===== src/rtl/core/mfpc_pkg.sv =====
// Package for the Morton float point comparator: codes, widths and shared types.
// No dependencies.
`default_nettype none
package mfpc_pkg;
    localparam int LEVEL_W = 9;
    localparam logic signed [LEVEL_W-1:0] NO_LEVEL = -9'sd150;
    localparam int EXP_BIAS = 127;
    localparam int MANT_BITS = 23;

    localparam logic [2:0] OP_LE = 3'd0;
    localparam logic [2:0] OP_GE = 3'd1;
    localparam logic [2:0] OP_LT = 3'd2;
    localparam logic [2:0] OP_GT = 3'd3;
    localparam logic [2:0] OP_EQ = 3'd4;

    // per-lane finding
    typedef struct packed {
        logic signed [LEVEL_W-1:0] level;
        logic                      pq_lt;   // p < q on this axis
        logic                      qp_lt;   // q < p on this axis
    } lane_res_t;
endpackage
`default_nettype wire


===== src/rtl/core/mfpc_lane.sv =====
// One axis lane: level of highest differing bit and both float less-thans.
// Depends on mfpc_pkg.
`default_nettype none
module mfpc_lane (
    input  wire logic [31:0]       a,
    input  wire logic [31:0]       b,
    output mfpc_pkg::lane_res_t    res
);
    logic [7:0]  ea, eb;
    logic [22:0] x;
    logic [4:0]  lead;
    logic        any;
    logic        nan_a, nan_b, zeros;
    logic [31:0] ka, kb;
    logic signed [9:0] lv;

    assign ea = a[30:23];
    assign eb = b[30:23];
    assign x  = a[22:0] ^ b[22:0];

    // leading one of the mantissa difference
    always_comb begin
        lead = 5'd0;
        any  = 1'b0;
        for (int j = 0; j < 23; j++) begin
            if (x[j]) begin
                lead = 5'(j);
                any  = 1'b1;
            end
        end
    end

    // level; a bit-0 difference at exponent zero lands on the no-level value
    always_comb begin
        if (ea == eb) begin
            if (any) begin
                lv = $signed({2'b00, ea}) - 10'sd127 - 10'sd23 + $signed({5'b0, lead});
            end else begin
                lv = 10'(mfpc_pkg::NO_LEVEL);
            end
        end else begin
            lv = $signed({2'b00, (ea > eb) ? ea : eb}) - 10'sd127;
        end
    end

    // IEEE less-than through sign-magnitude to ordered keys
    assign nan_a = (ea == 8'hFF) && (a[22:0] != 23'd0);
    assign nan_b = (eb == 8'hFF) && (b[22:0] != 23'd0);
    assign zeros = ((a | b) & 32'h7FFF_FFFF) == 32'd0;
    assign ka = a[31] ? ~a : (a | 32'h8000_0000);
    assign kb = b[31] ? ~b : (b | 32'h8000_0000);

    assign res.level = lv[8:0];
    assign res.pq_lt = !nan_a && !nan_b && !zeros && (ka < kb);
    assign res.qp_lt = !nan_a && !nan_b && !zeros && (kb < ka);
endmodule
`default_nettype wire


===== src/rtl/core/mfpc_merge.sv =====
// Merging stage: picks the deciding axis, forms the relation and cell size.
// Depends on mfpc_pkg.
`default_nettype none
module mfpc_merge #(
    parameter int AXES = 3
) (
    input  wire mfpc_pkg::lane_res_t lanes [AXES],
    input  wire logic [2:0]          operation,
    output logic                     relation_holds,
    output logic signed [8:0]        differ_level,
    output logic [31:0]              cell_size_bits
);
    logic signed [8:0] best;
    logic              pq, qp;
    logic signed [9:0] e;

    // strictly greater wins, so the earlier axis keeps ties
    always_comb begin
        best = mfpc_pkg::NO_LEVEL;
        pq   = 1'b1;
        qp   = 1'b1;
        for (int i = 0; i < AXES; i++) begin
            if (lanes[i].level > best) begin
                best = lanes[i].level;
                pq   = lanes[i].pq_lt;
                qp   = lanes[i].qp_lt;
            end
        end
    end

    always_comb begin
        case (operation)
            mfpc_pkg::OP_LE: relation_holds = pq;
            mfpc_pkg::OP_GE: relation_holds = qp;
            mfpc_pkg::OP_LT: relation_holds = !qp;
            mfpc_pkg::OP_GT: relation_holds = !pq;
            mfpc_pkg::OP_EQ: relation_holds = pq && qp;
            default:         relation_holds = 1'b0;
        endcase
    end

    // 2^(level+1) as float bits
    assign e = 10'(best) + 10'sd1;
    always_comb begin
        if (e >= 10'sd128) begin
            cell_size_bits = 32'h7F80_0000;
        end else if (e >= -10'sd126) begin
            cell_size_bits = {1'b0, 8'(e + 10'sd127), 23'd0};
        end else if (e < -10'sd149) begin
            cell_size_bits = 32'd0;
        end else begin
            cell_size_bits = 32'd1 << 5'(e + 10'sd149);
        end
    end

    assign differ_level = best;
endmodule
`default_nettype wire


===== src/rtl/core/morton_float_point_compare.sv =====
// Morton float point comparator top level: lanes, merge and output skid.
// Depends on mfpc_pkg, mfpc_lane, mfpc_merge.
// Path from input request to result: one input register, then one output register.
// Throughput: one request per cycle; a spare slot on the output takes one more
// request while a result waits, then input stalls. Synchronous active-low reset
// clears valid flags.
`default_nettype none
module morton_float_point_compare #(
    parameter int AXES = 3
) (
    input  wire logic         aclk,
    input  wire logic         aresetn,
    input  wire logic         s_tvalid,
    output logic              s_tready,
    input  wire logic [2:0]   s_tuser,   // operation
    input  wire logic [191:0] s_tdata,   // p_x, p_y, p_z, q_x, q_y, q_z
    output logic              m_tvalid,
    input  wire logic         m_tready,
    output logic [47:0]       m_tdata    // relation_holds, differ_level, cell_size_bits, pad
);
    localparam int NA = (AXES > 3) ? 3 : AXES;

    // input stage
    logic         in_v_reg;
    logic [2:0]   op_reg;
    logic [191:0] pts_reg;
    logic         adv;

    // output skid: main and spare slot
    logic        o_v_reg, sk_v_reg;
    logic [41:0] o_d_reg, sk_d_reg;
    logic [41:0] res;

    mfpc_pkg::lane_res_t lanes [NA];

    genvar g;
    generate
        for (g = 0; g < NA; g++) begin : g_lane
            mfpc_lane u_lane (
                .a  (pts_reg[32*g +: 32]),
                .b  (pts_reg[96 + 32*g +: 32]),
                .res(lanes[g])
            );
        end
    endgenerate

    logic        rel;
    logic signed [8:0] lvl;
    logic [31:0] size_bits;

    mfpc_merge #(.AXES(NA)) u_merge (
        .lanes         (lanes),
        .operation     (op_reg),
        .relation_holds(rel),
        .differ_level  (lvl),
        .cell_size_bits(size_bits)
    );
    assign res = {size_bits, lvl, rel};

    assign s_tready = !sk_v_reg;
    assign adv      = s_tready;

    always_ff @(posedge aclk) begin
        if (adv) begin
            op_reg  <= s_tuser;
            pts_reg <= s_tdata;
        end
        if (!aresetn) begin
            in_v_reg <= 1'b0;
        end else if (adv) begin
            in_v_reg <= s_tvalid;
        end
    end

    // output register with skid; spare only fills when main is stalled
    always_ff @(posedge aclk) begin
        if (!aresetn) begin
            o_v_reg  <= 1'b0;
            sk_v_reg <= 1'b0;
        end else begin
            if (!o_v_reg || m_tready) begin
                if (sk_v_reg) begin
                    o_v_reg  <= 1'b1;
                    o_d_reg  <= sk_d_reg;
                    sk_v_reg <= 1'b0;
                end else begin
                    o_v_reg <= in_v_reg;
                    o_d_reg <= res;
                end
            end else if (in_v_reg && !sk_v_reg) begin
                sk_v_reg <= 1'b1;
                sk_d_reg <= res;
            end
        end
    end

    // in_v_reg is consumed whenever adv; if spare was full adv is low and it holds
    assign m_tvalid = o_v_reg;
    assign m_tdata  = {6'd0, o_d_reg};
endmodule
`default_nettype wire


===== config.mk =====
export PLATFORM = sky130hd
export DESIGN_NAME = morton_float_point_compare
export DESIGN_NICKNAME = d
export VERILOG_FILES = /design/src/rtl/core/mfpc_pkg.sv /design/src/rtl/core/mfpc_lane.sv /design/src/rtl/core/mfpc_merge.sv /design/src/rtl/core/morton_float_point_compare.sv
export SDC_FILE = /design/constraint.sdc
export NUM_CORES = 1
export LEC_CHECK = 0
export BUFFER_PORTS_ARGS = -buffer_cell sky130_fd_sc_hd__buf_2
export CAP_MARGIN = 25
export CORE_ASPECT_RATIO = 1.5
export CORE_UTILIZATION = 64
export DETAILED_ROUTE_END_ITERATION = 7
export GPL_TIMING_DRIVEN = 1
export PLACE_DENSITY = 0.85
export SLEW_MARGIN = 20
export SYNTH_ARGS = -nofsm -noshare
export SYNTH_HDL_FRONTEND = slang
export SYNTH_HIERARCHICAL = 1
export SYNTH_SLANG_ARGS = --single-unit
export TNS_END_PERCENT = 20

===== constraint.sdc =====
create_clock -name aclk -period 24.5 [get_ports aclk]
set_clock_uncertainty 0.1 [all_clocks]
set_input_delay 4.9 -clock aclk [delete_from_list [all_inputs] [get_ports aclk]]
set_output_delay 4.9 -clock aclk [all_outputs]
set_load 0.05 [all_outputs]

==> results.toml <==
[timing]
setup_viol = 0
tightest_slew_ns = 1.059
report.final.slew_viol_count = 0
relSlewSlack_pct = 28.67
hold_violations = 0
rsz0062_at_grt = "no"
fmax_mhz = 82.07
fin_crit_ns = 12.18
fin_setup_tns_ns = 0
timing.final.crit_share_pct = 49.73

[worst_hold_path]
hp-start = "in_v_reg"
hold_class = "reg2reg"

[route]
drtPass1Iterations = 8
via_count = 16460
ant_nets = 0
drcViolationCount = 27
wire_per_inst_um = 18.79
wirelength_um = 50760
drt-initial-drc-count = 942
via_per_inst = 6.093

[cts]
cts.reportedPaths.clkPinSlew_ns = 0.06
cts_tree = "yes"
cts.sinks = 282
cts_max_level = 1
cts_setup_buffers = 0
root_buffer = "clkbuf_16"
cts_hold_buf = 0
clock_latency_ns = 0.56
cts_resized = 0
cts_buffers = 26
clk_path_buf_depth = 3

[logic_synthesis]
avgSynthCellArea_um2 = 10.61
yosysMostFrequentCell = "edfxtp_1"
ys_types = 111
ys_warn_count = 6
synth_top_area_cell = "edfxtp_1"
synth_area_mm2 = 0.02159
yosysTopAreaCellShare_pct = 38.81
synth_common_cells = "edfxtp_1 (279), ha_1 (276), inv_1 (250), xnor2_1 (139), xor2_1 (100)"
seq_area_frac_synth_pct = 39.09
synth_edf_count = 279
ys_seq_elements = 282
postSynth.asyncResetShare_pct = 0
synth_flop_cell = "edfxtp_1"
syn_inst = 2035
synth.area.top_cells = "edfxtp_1 (39%), ha_1 (16%), xnor2_1 (5.6%), inv_1 (4.3%), xor2_1 (4.1%)"

[worst_setup_path]
worstPathArrival_ns = 12.51
crit_slowest_cell = "o21ai_0"
timing.rr.start = "pts_reg[100]"
worstSetupEndpointType = "register"
setup.worst_path.class = "reg2reg"
critPathMaxStageDelay_ns = 0.84
startpoint_type = "register"
worst_path_most_repeated_cell = "ha_1"
cp_data_required_time_ns = 24.82
worst-path-max-fanout = 16
cp-startpoint = "pts_reg[100]"

[run_status]
status = "finished, violations left"
violations = "DRC"

[finish]
synthToLayoutAreaGrowth_pct = 11.04
largest_register_ffs = 192
fin_nets = 2740
drive_gt1_share_pct = 17.81
stdcell_area_mm2 = 0.02397
filler_cell_count = 2370

[global_route]
antenna_found_initial = 1
grt_start_max_net_pins = 134
grt_overflow = 0
grt_pass1_wl_um = 82370
grt_pass1_vias = 16860
grt.total_usage_pct = 29.70

[power_and_ir_drop]
leakagePower_nw = 10.73
powerDensity_mw_per_mm2 = 80.84
peakVddDrop_uv = 63.37

[placed_design]
port_buffers = 242
dpl.hpwl_um = 39520
placed_area_mm2 = 0.02308
finalWeightedCongestion = 0.9475

[die]
die_w_um = 152.0
initial_core_util_pct = 64.74
rows = 82
dieArea_mm2 = 0.03448
coreArea_mm2 = 0.03334
io_pins = 249
fp.dieH_um = 226.9

[job]
maxCapViolations = 0
==> where the power goes <==
part | switching, mW | internal [mW]
combinational | 0.555 | 0.339
sequential | 0.0292 | 0.590
clock | 0.171 | 0.252
==> worst paths after layout <==
| kind | end | slack [ns] | cells past startpoint |
|---|---|---|---|
| setup / recovery | o_d_reg[22] | 12.32 | 42 |
| hold / removal | sk_v_reg | 0.44 | 2 |
| setup reg to reg | o_d_reg[22] | 12.32 | 42 |
| hold reg to reg | sk_v_reg | 0.44 | 2 |
==> per-layer routing <==
metal / vias up / global-route usage (%) / wire length (um)
li1: 7890 / - / -
met1: 7851 / 31.28 / 18740
met2: 562 / 57.93 / 27350
met3: 153 / 3.746 / 2328
met5: - / 0 / 0
met4: 0 / 15.04 / 2347
==> critical path: cells and delay by family (launching register included) <==
kind	cells	cell delay, ns
mux	1	0.17
xor+xnor	1	0.09
simple gates	8	2.26
flops	1	0.46
fa+ha+maj	7	2.44
buf+inv	3	0.30
compound gates	22	6.21
==> final cells by class <==
class	count	area [um2]	share of cell area, %
Multi-Input combinational cell	1441	11840	49.40
Sequential cell	282	8439	35.21
Timing Repair Buffer	253	1294	5.398
Inverter	258	978.4	4.082
Clock buffer	31	690.7	2.882
Tap cell	420	525.5	2.193
Clock inverter	15	197.7	0.8248
Antenna cell	1	2.502	0.01044
==> cells by family (layout without fill, tap and decap cells) <==
group	count (synthesis)	in the layout	share of synthesized area [%]
XOR/XNOR	239	239	9.697
other	2	8	0.03479
multiplexers	64	64	3.907
adder cells (fa/ha/maj)	279	279	16.28
AND/OR/NAND/NOR	492	492	12.49
buffers and inverters	317	557	6.173
AO/OA/AOI/OAI	360	360	12.34
flip-flops	282	282	39.09
==> per-stage QoR <==
stage               power (mW)  utilization (%)  hold WS [ns]  setup WS [ns]  std cells
global placement         1.486            69.21        0.4124          12.89       2654
floorplan                1.299                -        0.4009          14.62       2040
global route             2.045            71.88        0.4629          11.42       2701
CTS                      1.935            71.87        0.4503          12.46       2700
finish                   1.937            71.88        0.4439          12.32       2701
detailed placement       1.505            69.21        0.4341          12.60       2654
==> cell usage in the layout (no fill, tap or decap), types with 12 or more instances in the layout <==
cell / count
and3_1: 27
o31ai_1: 12
nand4_1: 55
buf_2: 242
a21o_1: 27
ha_1: 276
a211oi_1: 22
o21ai_0: 50
xor2_1: 100
nor4_1: 62
nand2_1: 93
inv_1: 249
mux2i_1: 16
o211ai_1: 15
mux2_4: 38
nor2b_1: 13
a21oi_1: 74
nor3_1: 34
o21bai_1: 13
nor2_1: 85
clkbuf_16: 27
edfxtp_1: 279
nand3_1: 51
xnor2_1: 139
No activity file was read; power rests on OpenSTA's default activity.
